--- src/rtl/core/bemp_pkg.sv ---
// Shared constants, codes and types of the big-endian memory port.
`default_nettype none
package bemp_pkg;

  localparam int MEM_WORDS   = 65536;
  localparam int STORE_BYTES = MEM_WORDS * 4;
  localparam int WIDX_W      = $clog2(MEM_WORDS);
  localparam int EVEN_DEPTH  = (MEM_WORDS + 1) / 2;
  localparam int ODD_DEPTH   = MEM_WORDS / 2;
  localparam int EVEN_AW     = $clog2(EVEN_DEPTH);
  localparam int ODD_AW      = $clog2(ODD_DEPTH);

  localparam int CFG_W       = 19;
  localparam int LIMIT_RESET = 262144;
  localparam int LIM_W       = $clog2(STORE_BYTES + 1);
  localparam int EL_W        = (LIM_W > CFG_W) ? LIM_W : CFG_W;
  localparam int EFF_RESET   = (LIMIT_RESET < STORE_BYTES) ? LIMIT_RESET : STORE_BYTES;

  localparam logic       FUNC_WRITE = 1'b1;
  localparam logic [1:0] SZ_BYTE    = 2'd0;
  localparam logic [1:0] SZ_HALF    = 2'd1;

  typedef enum logic [1:0] {
    ST_DONE     = 2'd0,
    ST_IO       = 2'd1,
    ST_ODD_HALF = 2'd2
  } status_t;

  // One decoded access: the two-word window starting at the word of the
  // first byte, with one enable per window byte (byte 0 most significant).
  typedef struct packed {
    logic               is_write;
    logic [1:0]         offset;
    logic [2:0]         nbytes;
    logic               w_odd;
    logic [7:0]         mask;
    status_t            status;
    logic [31:0]        wval;
    logic [EVEN_AW-1:0] even_addr;
    logic [ODD_AW-1:0]  odd_addr;
  } req_t;

  typedef struct packed {
    logic        even_we;
    logic [31:0] even_wd;
    logic        odd_we;
    logic [31:0] odd_wd;
  } bank_wr_t;

endpackage
`default_nettype wire

--- src/rtl/core/bemp_decode.sv ---
// Request decode: status, byte enables of the window and bank addresses.
`default_nettype none
module bemp_decode (
  input  wire logic                  func,
  input  wire logic [1:0]            access_size,
  input  wire logic [31:0]           byte_address,
  input  wire logic [31:0]           write_value,
  input  wire logic [bemp_pkg::EL_W-1:0] limit,
  output bemp_pkg::req_t             req
);
  import bemp_pkg::*;

  logic [31:0]       lim32;
  logic [31:0]       base;
  logic [2:0]        nb;
  logic [3:0]        last;
  logic [WIDX_W-1:0] widx;
  logic [WIDX_W-1:0] widx_up;
  status_t           st;
  logic [32:0]       byte_addr_k;
  logic [7:0]        mask;

  always_comb begin
    lim32 = 32'(limit);
    base  = {byte_address[31:2], 2'b00};
    unique case (access_size)
      SZ_BYTE: nb = 3'd1;
      SZ_HALF: nb = 3'd2;
      default: nb = 3'd4;
    endcase
    last = {2'b00, byte_address[1:0]} + {1'b0, nb};

    priority if (func != FUNC_WRITE && access_size == SZ_HALF && byte_address[0]) begin
      st = ST_ODD_HALF;
    end else if (byte_address >= lim32) begin
      st = ST_IO;
    end else begin
      st = ST_DONE;
    end

    for (int k = 0; k < 8; k++) begin
      byte_addr_k = {1'b0, base} + 33'(k);
      mask[k] = (st == ST_DONE)
             && (4'(k) >= {2'b00, byte_address[1:0]})
             && (4'(k) < last)
             && (byte_addr_k < {1'b0, lim32});
    end

    widx    = byte_address[WIDX_W+1:2];
    widx_up = (widx >> 1) + WIDX_W'(1);

    req.is_write  = (func == FUNC_WRITE);
    req.offset    = byte_address[1:0];
    req.nbytes    = nb;
    req.w_odd     = widx[0];
    req.mask      = mask;
    req.status    = st;
    req.wval      = write_value;
    req.even_addr = widx[0] ? EVEN_AW'(widx_up) : EVEN_AW'(widx >> 1);
    req.odd_addr  = ODD_AW'(widx >> 1);
  end

endmodule
`default_nettype wire

--- config.mk ---
export PLATFORM = sky130hd
export DESIGN_NAME = bemp_decode
export DESIGN_NICKNAME = d
export VERILOG_FILES = /design/src/rtl/core/bemp_pkg.sv /design/src/rtl/core/bemp_decode.sv
export SDC_FILE = /design/constraint.sdc
export NUM_CORES = 1
export LEC_CHECK = 0
export BUFFER_PORTS_ARGS = -buffer_cell sky130_fd_sc_hd__buf_2
export CORE_ASPECT_RATIO = 0.75
export CORE_UTILIZATION = 48
export DETAILED_ROUTE_END_ITERATION = 6
export GPL_ROUTABILITY_DRIVEN = 0
export MAX_ROUTING_LAYER = met4
export PLACE_DENSITY = 0.9
export SYNTH_ARGS = -nofsm -noshare
export SYNTH_HDL_FRONTEND = slang
export SYNTH_SLANG_ARGS = --single-unit
--- constraint.sdc ---
create_clock -name vclk -period 4.37
set_clock_uncertainty 0.05 [all_clocks]
set_input_delay 0 -clock vclk [all_inputs]
set_output_delay 0 -clock vclk [all_outputs]
set_load 0.02 [all_outputs]
==> impl_metrics.py, run 1 <==
metrics = {
    "setup_path": {
        "crit_top_cell": "buf_2",
        "cp_max_fo": 11,
        "required_ns": 4.32,
        "crit_buf_inv": 2,
        "critical_path.cell_chain": "buf_2 -> nand4_1 -> nor3_1 -> nand3_1 -> xnor2_1 -> ha_1 -> a21o_1 -> a21oi_1 -> o21ai_0 -> o21bai_1 -> nand4b_1 -> or4_4 -> a211oi_1 -> buf_2",
        "worstPathArrival_ns": 3.50,
        "worstSetupStartpointType": "input port",
        "end_kind": "primary output",
        "critPathTopFamily": "simple AND/OR/NAND/NOR gates",
        "path_class": "in2out",
        "crit_path_max_incr_delay_ns": 0.61,
        "cp_slowest_cell": "nor3_1",
    },
    "drt": {
        "ant_nets": 0,
        "via_count": 2899,
        "drt_iter0_drc": 308,
        "wirelength_mm": 7.433,
        "avgRoutedWirePerCell_um": 15.29,
        "drc": 11,
        "viasPerCell": 5.965,
        "drt-pass1-iter-count": 7,
    },
    "layout": {
        "seq_cells": 0,
        "antenna_cells": 0,
        "post-route-util_pct": 60.03,
        "design_area_sq_um": 2958,
        "area_growth_pct": 20.00,
        "finalNetCount": 557,
        "clock_buffers": 0,
        "layout-drive-gt1-share_pct": 26.06,
        "regArea_sq_um": 0,
    },
    "clock_network": {
        "cts_resized": 0,
        "post_cts_buffers": 0,
        "cts_hold_buf": 32,
    },
    "grt": {
        "grt_pass1_vias": 2575,
        "antenna_found_initial": 0,
        "overflow": 0,
        "grt_pass1_wl_mm": 11.52,
        "grt_max_degree": 12,
        "grt.total_usage_pct": 25.97,
    },
    "timing": {
        "worst_slack_ns": 0.8231,
        "setup_violations": 0,
        "relSlewSlack_pct": 55.70,
        "drv_slew": 0,
        "fin_crit_sh_pct": 81.17,
        "finalCriticalPeriod_ns": 3.547,
        "rsz0062_at_grt": "no",
        "final.setup.tns_ns": 0,
        "tightest_slew_ns": 0.6631,
        "clock.fmax_ghz": 0.2819,
        "hold_viol_final": 0,
    },
    "placed_design": {
        "dp_worst_setup_slack_ns": 0.9286,
        "port_buffers": 101,
        "dp_hpwl_mm": 5.693,
        "placement.cell_area_sq_um": 2638,
    },
    "floorplanning": {
        "die_x_um": 84.75,
        "rows": 22,
        "dieArea_sq_um": 5429,
        "io_pins": 165,
        "initial_core_util_pct": 50.03,
        "die_h_um": 64.06,
        "fp.coreArea_sq_um": 4927,
    },
    "power_and_ir_drop": {
        "sw_frac_of_total_pct": 59.95,
        "power_switching_mw": 0.1825,
        "seqPwrFrac_pct": 0,
        "comb_power_share_pct": 100.0,
        "ir_drop_uv": 60.61,
        "clkPwrFrac_pct": 0,
        "leakage_nw": 1.525,
        "powerDensity_nw_per_um2": 102.9,
        "p_int_mw": 0.1219,
    },
    "yosys": {
        "yosysWarnings": 0,
        "synthXorXnorAreaFrac_pct": 10.66,
        "syn-cell-area_sq_um": 2465,
        "syn_avg_cell_area_sq_um": 7.063,
        "syn_nets": 478,
        "synth_top_family_by_area": "simple AND/OR/NAND/NOR gates",
        "synth-seq-area-share_pct": 0,
        "synthDistinctLibCells": 45,
        "synthSimpleGateAreaFrac_pct": 26.65,
        "synth_fa_ha_area_share_pct": 22.13,
        "synth-compound-area-share_pct": 17.87,
        "synth_mux_area_share_pct": 2.640,
        "syn_inst": 349,
    },
    "outcome": {
        "status": "finished, violations left",
        "violations": "DRC",
    },
    "run": {
        "drv_cap": 0,
    },
    "hold_path": {
        "hold_class": "in2out",
    },
}
## per-layer routing
metal	part of all wire, %	up-vias	GRT usage [%]	wire [um]
li1	-	1362	-	-
met1	44	1336	34.23	3259
met2	46	180	43.19	3385
met3	8.3	21	1.809	619
met4	2.3	0	6.992	168
met5	0	-	-	0
## Yosys cell counts (2+ instances only)
master    instances  share of area, %
buf_4            52                16
nor2b_1           4               1.0
a21o_1           16               4.9
a21oi_1          18               3.7
inv_1            23               3.5
or4_4             2              0.91
nor3b_1           2              0.61
nand2b_1          7               1.8
o21bai_1          2              0.61
nand3_1          15               3.0
nor3_1            9               1.8
clkbuf_1          2              0.30
o21ai_0          11               2.2
ha_1             42                21
xor2_1           18               6.4
mux2_2            4               1.8
nor4_1            9               2.3
mux2i_1           2              0.81
nand4_1          17               4.3
nor2_1           29               4.4
a211oi_1          7               2.1
a31oi_1           2              0.51
o31ai_1           3              0.91
xnor2_1          12               4.3
and3_1            2              0.51
nand2_1          20               3.0
## cells by family after synthesis
group | Yosys count
simple gates | 124
buf+inv | 79
compound gates | 67
fa+ha+maj | 43
xor+xnor | 30
mux | 6
## power groups by stage
stage / Combinational (mW) / Clock, mW / Sequential [mW]
3_3_place_gp: 0.241 / 0 / 0
2_1_floorplan: 0.211 / 0 / 0
3_5_place_dp: 0.251 / 0 / 0
6_report: 0.304 / 0 / 0
5_1_grt: 0.328 / 0 / 0
4_1_cts: 0.297 / 0 / 0
## layout make-up
cell class	count	area, sq um
inverter	23	86.33
tap	60	75.07
timing repair buffer	133	825.8
fill	455	1969
multi-input combinational	270	1971
## final timing paths
check,cells after the start,start,endpoint,slack [ns]
worst min-delay path,2,func,req[78],0.20
worst max-delay path,14,byte_address[7],req[70],0.82
## through the flow
step / cells / power (mW) / hold slack, ns
2_1_floorplan: 349 / 0.2112 / 0.03414
3_3_place_gp: 454 / 0.2409 / -0.04986
3_5_place_dp: 454 / 0.2510 / -0.04986
4_1_cts: 486 / 0.2966 / 0.1957
5_1_grt: 486 / 0.3281 / 0.2082
6_report: 486 / 0.3044 / 0.1969
## cells in the final DEF, fill, tap and decap left out, drive strengths merged, types with 2 or more instances in the layout
cell         count
a211oi           8
a21o            16
a21oi           18
a31oi            2
and3             2
buf            101
dlygate4sd3     32
ha              42
inv             23
mux2             4
mux2i            2
nand2           20
nand2b           7
nand3           16
nand4           17
nor2            29
nor2b            4
nor3             9
nor3b            2
nor4            10
o21ai           11
o21bai           2
o31ai            3
or4              2
xnor2           12
xor2            18
(Power assumes the default switching activity.)
==> run 2: changes to the inputs <==
--- a/config.mk
+++ b/config.mk
@@ -7,11 +7,11 @@
 export LEC_CHECK = 0
 export BUFFER_PORTS_ARGS = -buffer_cell sky130_fd_sc_hd__buf_2
 export CORE_ASPECT_RATIO = 0.75
-export CORE_UTILIZATION = 48
+export CORE_UTILIZATION = 40
 export DETAILED_ROUTE_END_ITERATION = 6
 export GPL_ROUTABILITY_DRIVEN = 0
 export MAX_ROUTING_LAYER = met4
-export PLACE_DENSITY = 0.9
+export PLACE_DENSITY = 0.8
 export SYNTH_ARGS = -nofsm -noshare
 export SYNTH_HDL_FRONTEND = slang
 export SYNTH_SLANG_ARGS = --single-unit
==> constraint.sdc (replaced) <==
create_clock -name vclk -period 3.1
set_clock_uncertainty 0.05 [all_clocks]
set_input_delay 0 -clock vclk [all_inputs]
set_output_delay 0 -clock vclk [all_outputs]
set_load 0.02 [all_outputs]
==> run 2 against run 1 <==
Effect of this change:
- the flow now finishes without violations
- die area grew 19%
- worst hold slack lost 0.0075 ns
- clock-buffer cell count is the same
- flip-flop and latch count is the same
- non-clock buffer count grew 11
- critical path type unchanged
- largest cell class unchanged
==> impl_metrics.py, run 2 (synthesized netlist as in run 1, its figures left out) <==
metrics = {
    "outcome": {
        "status": "finished clean",
    },
    "layout": {
        "final_common_cell": "buf_2",
        "fillCellCount": 580,
        "mostFrequentLayoutCells": "buf_2 (100), ha_1 (40), dlygate4sd3_1 (32)",
        "seq_cells": 0,
        "clock_buffers": 0,
        "area_growth_pct": 26.29,
        "layout-drive-gt1-share_pct": 29.75,
        "antenna_cells": 0,
        "design_area_sq_um": 3113,
        "regArea_sq_um": 0,
        "finalNetCount": 568,
    },
    "setup_path": {
        "path_class": "in2out",
        "worstSetupStartpointType": "input port",
        "required_ns": 3.05,
        "cp_max_fo": 5,
        "worstPathArrival_ns": 2.92,
        "end_kind": "primary output",
    },
    "power_and_ir_drop": {
        "power_mw": 0.4317,
        "p_int_mw": 0.1780,
        "clkPwrFrac_pct": 0,
        "sw_frac_of_total_pct": 58.77,
        "power_switching_mw": 0.2537,
        "seqPwrFrac_pct": 0,
        "ir_drop_uv": 55.60,
        "comb_power_share_pct": 100.0,
        "leakage_nw": 1.596,
        "powerDensity_nw_per_um2": 138.7,
    },
    "placed_design": {
        "dp_hpwl_mm": 5.646,
        "port_buffers": 101,
        "placement.cell_area_sq_um": 2735,
    },
    "timing": {
        "drv_slew": 0,
        "finalCriticalPeriod_ns": 2.968,
        "setup_violations": 0,
        "relSlewSlack_pct": 66.16,
        "hold_viol_final": 0,
        "clock.fmax_ghz": 0.3369,
        "fin_crit_sh_pct": 95.74,
        "tightest_slew_ns": 0.5030,
        "final.setup.tns_ns": 0,
    },
    "hold_path": {
        "hold_class": "in2out",
        "hold_path_depth": 2,
        "min_delay_worst_endpoint": "req[78]",
        "hp-start": "func",
    },
    "grt": {
        "antenna_found_initial": 0,
        "grt.total_usage_pct": 21.10,
        "grt_pass1_vias": 2481,
        "grt_pass1_wl_mm": 11.27,
        "overflow": 0,
        "grt_max_degree": 11,
    },
    "drt": {
        "wirelength_mm": 7.300,
        "drt-pass1-iter-count": 4,
        "drc": 0,
        "drt_iter0_drc": 126,
        "via_count": 2780,
        "avgRoutedWirePerCell_um": 14.17,
        "viasPerCell": 5.398,
        "ant_nets": 0,
    },
    "floorplanning": {
        "die_x_um": 92.65,
        "dieArea_sq_um": 6483,
        "rows": 24,
        "io_pins": 165,
        "fp.coreArea_sq_um": 5886,
        "die_h_um": 69.98,
        "initial_core_util_pct": 41.88,
    },
    "run": {
        "drv_cap": 0,
    },
}
run 2: cell types whose count changed in the layout (fill, tap and decap cells not counted), sizes merged:
cell / previous run / this run
buf: 101 / 112
run 2: per-stage QoR:
stage	setup WS [ns]	instances	util (%)	hold WS, ns
after floorplan	0.1855	349	-	0.03414
after global placement	0.1790	482	46.47	-0.04986
after detailed placement	0.05363	482	46.47	-0.04986
after CTS	0.03465	514	51.91	0.1907
after global routing	-0.006011	515	52.89	0.2168
final	0.1320	515	52.89	0.1894
run 2: layout make-up:
class	count	area, sq um	share of cell area, %
well taps	78	97.59	3.135
inverters	23	86.33	2.773
multi-input cells	270	2014	64.71
repair buffers	144	914.6	29.38
run 2: what timing repair did:
action	CTS	global route
endpoints found under the setup margin	0	3
setup buffers	0	1
endpoints found under the hold margin	32	0
gates resized for setup	0	12
hold buffers	32	0
run 2: critical path, stage by stage:
cell,delay (ns)
buf_2,0.15
ha_2,0.21
nand3_2,0.15
or4_4,0.60
o31ai_1,0.24
a31oi_1,0.11
a211oi_1,0.23
nand4_1,0.23
or4_4,0.57
a211oi_1,0.21
buf_2,0.20
run 2: power by group through the flow:
stage	registers [mW]	logic (mW)	clock network, mW
2_1_floorplan	0	0.298	0
3_3_place_gp	0	0.348	0
3_5_place_dp	0	0.358	0
4_1_cts	0	0.423	0
5_1_grt	0	0.472	0
6_report	0	0.432	0
run 2: metal layers:
layer | share of wire (%) | vias up | GRT usage (%) | wire, um
met3 | 6.7 | 10 | 1.961 | 486
met5 | 0 | - | - | 0
met1 | 47 | 1259 | 29.14 | 3433
li1 | - | 1385 | - | -
met4 | 1.2 | 0 | 2.051 | 85
met2 | 45 | 126 | 34.57 | 3295
run 2: worst max-delay path by stage:
| stage | start | endpoint | slack [ns] | cells past startpoint |
|---|---|---|---|---|
| final | byte_address[3] | req[69] | 0.13 | 11 |
| after global routing | byte_address[3] | req[69] | -0.006 | 15 |
| after CTS | byte_address[2] | req[69] | 0.03 | 15 |
| after detailed placement | byte_address[2] | req[68] | 0.05 | 15 |
| after global placement | byte_address[2] | req[68] | 0.18 | 15 |
| after floorplan | byte_address[3] | req[69] | 0.19 | 13 |
==> run 3: changes to the inputs <==
--- a/config.mk
+++ b/config.mk
@@ -6,10 +6,10 @@
 export NUM_CORES = 1
 export LEC_CHECK = 0
 export BUFFER_PORTS_ARGS = -buffer_cell sky130_fd_sc_hd__buf_2
-export CORE_ASPECT_RATIO = 0.75
 export CORE_UTILIZATION = 40
 export DETAILED_ROUTE_END_ITERATION = 6
 export GPL_ROUTABILITY_DRIVEN = 0
+export GPL_TIMING_DRIVEN = 0
 export MAX_ROUTING_LAYER = met4
 export PLACE_DENSITY = 0.8
 export SYNTH_ARGS = -nofsm -noshare
==> run 3 against run 2 <==
Effect of this change:
- power up 6.7%
- global-route usage shrank 1.3 points
- design area up 7.3%
- fmax grew 0.14%
- critical endpoint unchanged
- largest power group unchanged
==> impl_metrics.py, run 3 (synthesized netlist as in run 1, its figures left out) <==
metrics = {
    "outcome": {
        "status": "finished clean",
    },
    "timing": {
        "hold_viol_final": 0,
        "drv_slew": 0,
        "clock.fmax_ghz": 0.3374,
        "final.setup.tns_ns": 0,
        "finalCriticalPeriod_ns": 2.964,
        "relSlewSlack_pct": 59.77,
        "worst_slack_ns": 0.1360,
        "fin_crit_sh_pct": 95.61,
        "setup_violations": 0,
        "tightest_slew_ns": 0.6021,
    },
    "placed_design": {
        "dp_hpwl_mm": 5.812,
        "port_buffers": 133,
        "dp_worst_setup_slack_ns": -0.3678,
        "placement.cell_area_sq_um": 3224,
    },
    "grt": {
        "antenna_found_initial": 0,
        "grt_max_degree": 11,
        "grt-busiest-layer": "met2",
        "grt_pass1_vias": 2495,
        "met2_usage_pct": 35.68,
        "grt.total_usage_pct": 19.82,
        "grt_use_met3_pct": 0.9091,
        "grt_pass1_wl_mm": 10.47,
        "grt_use_met1_pct": 24.78,
        "overflow": 0,
    },
    "drt": {
        "ant_nets": 0,
        "wirelength_mm": 6.818,
        "via_count": 2893,
        "drt-pass1-iter-count": 4,
        "avgRoutedWirePerCell_um": 12.18,
        "drc": 0,
        "viasPerCell": 5.166,
        "drt_iter0_drc": 148,
    },
    "layout": {
        "seq_cells": 0,
        "layout-drive-gt1-share_pct": 42.89,
        "final_common_cell": "buf_2",
        "fillCellCount": 588,
        "antenna_cells": 0,
        "regArea_sq_um": 0,
        "mostFrequentLayoutCells": "buf_2 (128), buf_4 (57), ha_1 (40)",
        "design_area_sq_um": 3341,
        "finalNetCount": 616,
        "clock_buffers": 0,
        "area_growth_pct": 35.53,
    },
    "setup_path": {
        "worstSetupStartpointType": "input port",
        "cp_slowest_cell": "or4_4",
        "crit_buf_inv": 3,
        "critical_path.cell_chain": "clkbuf_4 -> nand4_1 -> buf_6 -> nor3_2 -> xor2_1 -> ha_1 -> a21o_1 -> a21o_1 -> a21oi_1 -> o21ai_2 -> o21bai_1 -> nand4b_1 -> or4_4 -> a211oi_1 -> buf_2",
        "cp_max_fo": 10,
        "required_ns": 3.05,
        "path_class": "in2out",
        "crit_path_max_incr_delay_ns": 0.47,
        "crit_top_cell": "a21o_1",
        "critPathTopFamily": "simple AND/OR/NAND/NOR gates",
        "end_kind": "primary output",
        "startpoint": "byte_address[6]",
        "worstPathArrival_ns": 2.91,
    },
    "floorplanning": {
        "fp.coreArea_sq_um": 5921,
        "initial_core_util_pct": 41.63,
        "dieArea_sq_um": 6480,
        "die_x_um": 80.50,
        "rows": 28,
        "io_pins": 165,
        "die_h_um": 80.50,
    },
    "power_and_ir_drop": {
        "clkPwrFrac_pct": 0,
        "comb_power_share_pct": 100.0,
        "powerDensity_nw_per_um2": 137.9,
        "ir_drop_uv": 68.84,
        "sw_frac_of_total_pct": 55.59,
        "leakage_nw": 1.813,
        "seqPwrFrac_pct": 0,
        "p_int_mw": 0.2046,
        "power_mw": 0.4607,
        "power_switching_mw": 0.2561,
    },
    "clock_network": {
        "cts_hold_buf": 0,
    },
    "run": {
        "drv_cap": 0,
    },
    "hold_path": {
        "hold_class": "in2out",
        "hp-start": "write_value[15]",
    },
}
## run 3: per-stage QoR
| step | hold WS [ns] | cells | utilization [%] |
|---|---|---|---|
| CTS | 0.1670 | 559 | 55.11 |
| detailed placement | 0.1671 | 557 | 54.46 |
| global route | 0.1692 | 560 | 56.42 |
| global placement | 0.1675 | 557 | 54.46 |
| finish | 0.1660 | 560 | 56.42 |
| floorplan | 0.03414 | 349 | - |
## run 3: area by class of cell
| cell class | instances | area (sq um) | share of cell area [%] |
|---|---|---|---|
| multi-input combinational | 270 | 2043 | 61.16 |
| buffer | 55 | 409.1 | 12.25 |
| inverter | 23 | 86.33 | 2.584 |
| timing repair buffer | 137 | 708.2 | 21.20 |
| tap | 75 | 93.84 | 2.809 |
## run 3: power groups by stage
| stage | Sequential, mW | Combinational, mW | Clock, mW |
|---|---|---|---|
| after floorplan | 0 | 0.298 | 0 |
| after global placement | 0 | 0.436 | 0 |
| after detailed placement | 0 | 0.447 | 0 |
| after CTS | 0 | 0.451 | 0 |
| after global routing | 0 | 0.508 | 0 |
| final | 0 | 0.461 | 0 |
## run 3: per-layer routing
layer / part of all wire [%] / vias up
li1: - / 1478
met5: 0 / -
met3: 6.1 / 4
met1: 45 / 1295
met4: 0.37 / 0
met2: 49 / 116
## run 3: timing repair
| item | 4_1_cts | 5_1_grt |
|---|---|---|
| pin swaps | 1 | 5 |
| setup endpoints to repair | 3 | 3 |
| setup buffers | 2 | 2 |
| gates resized for setup | 5 | 17 |
## run 3: final timing paths
| check | to | slack (ns) | cells after the start |
|---|---|---|---|
| max | req[69] | 0.14 | 15 |
| min | req[45] | 0.17 | 2 |
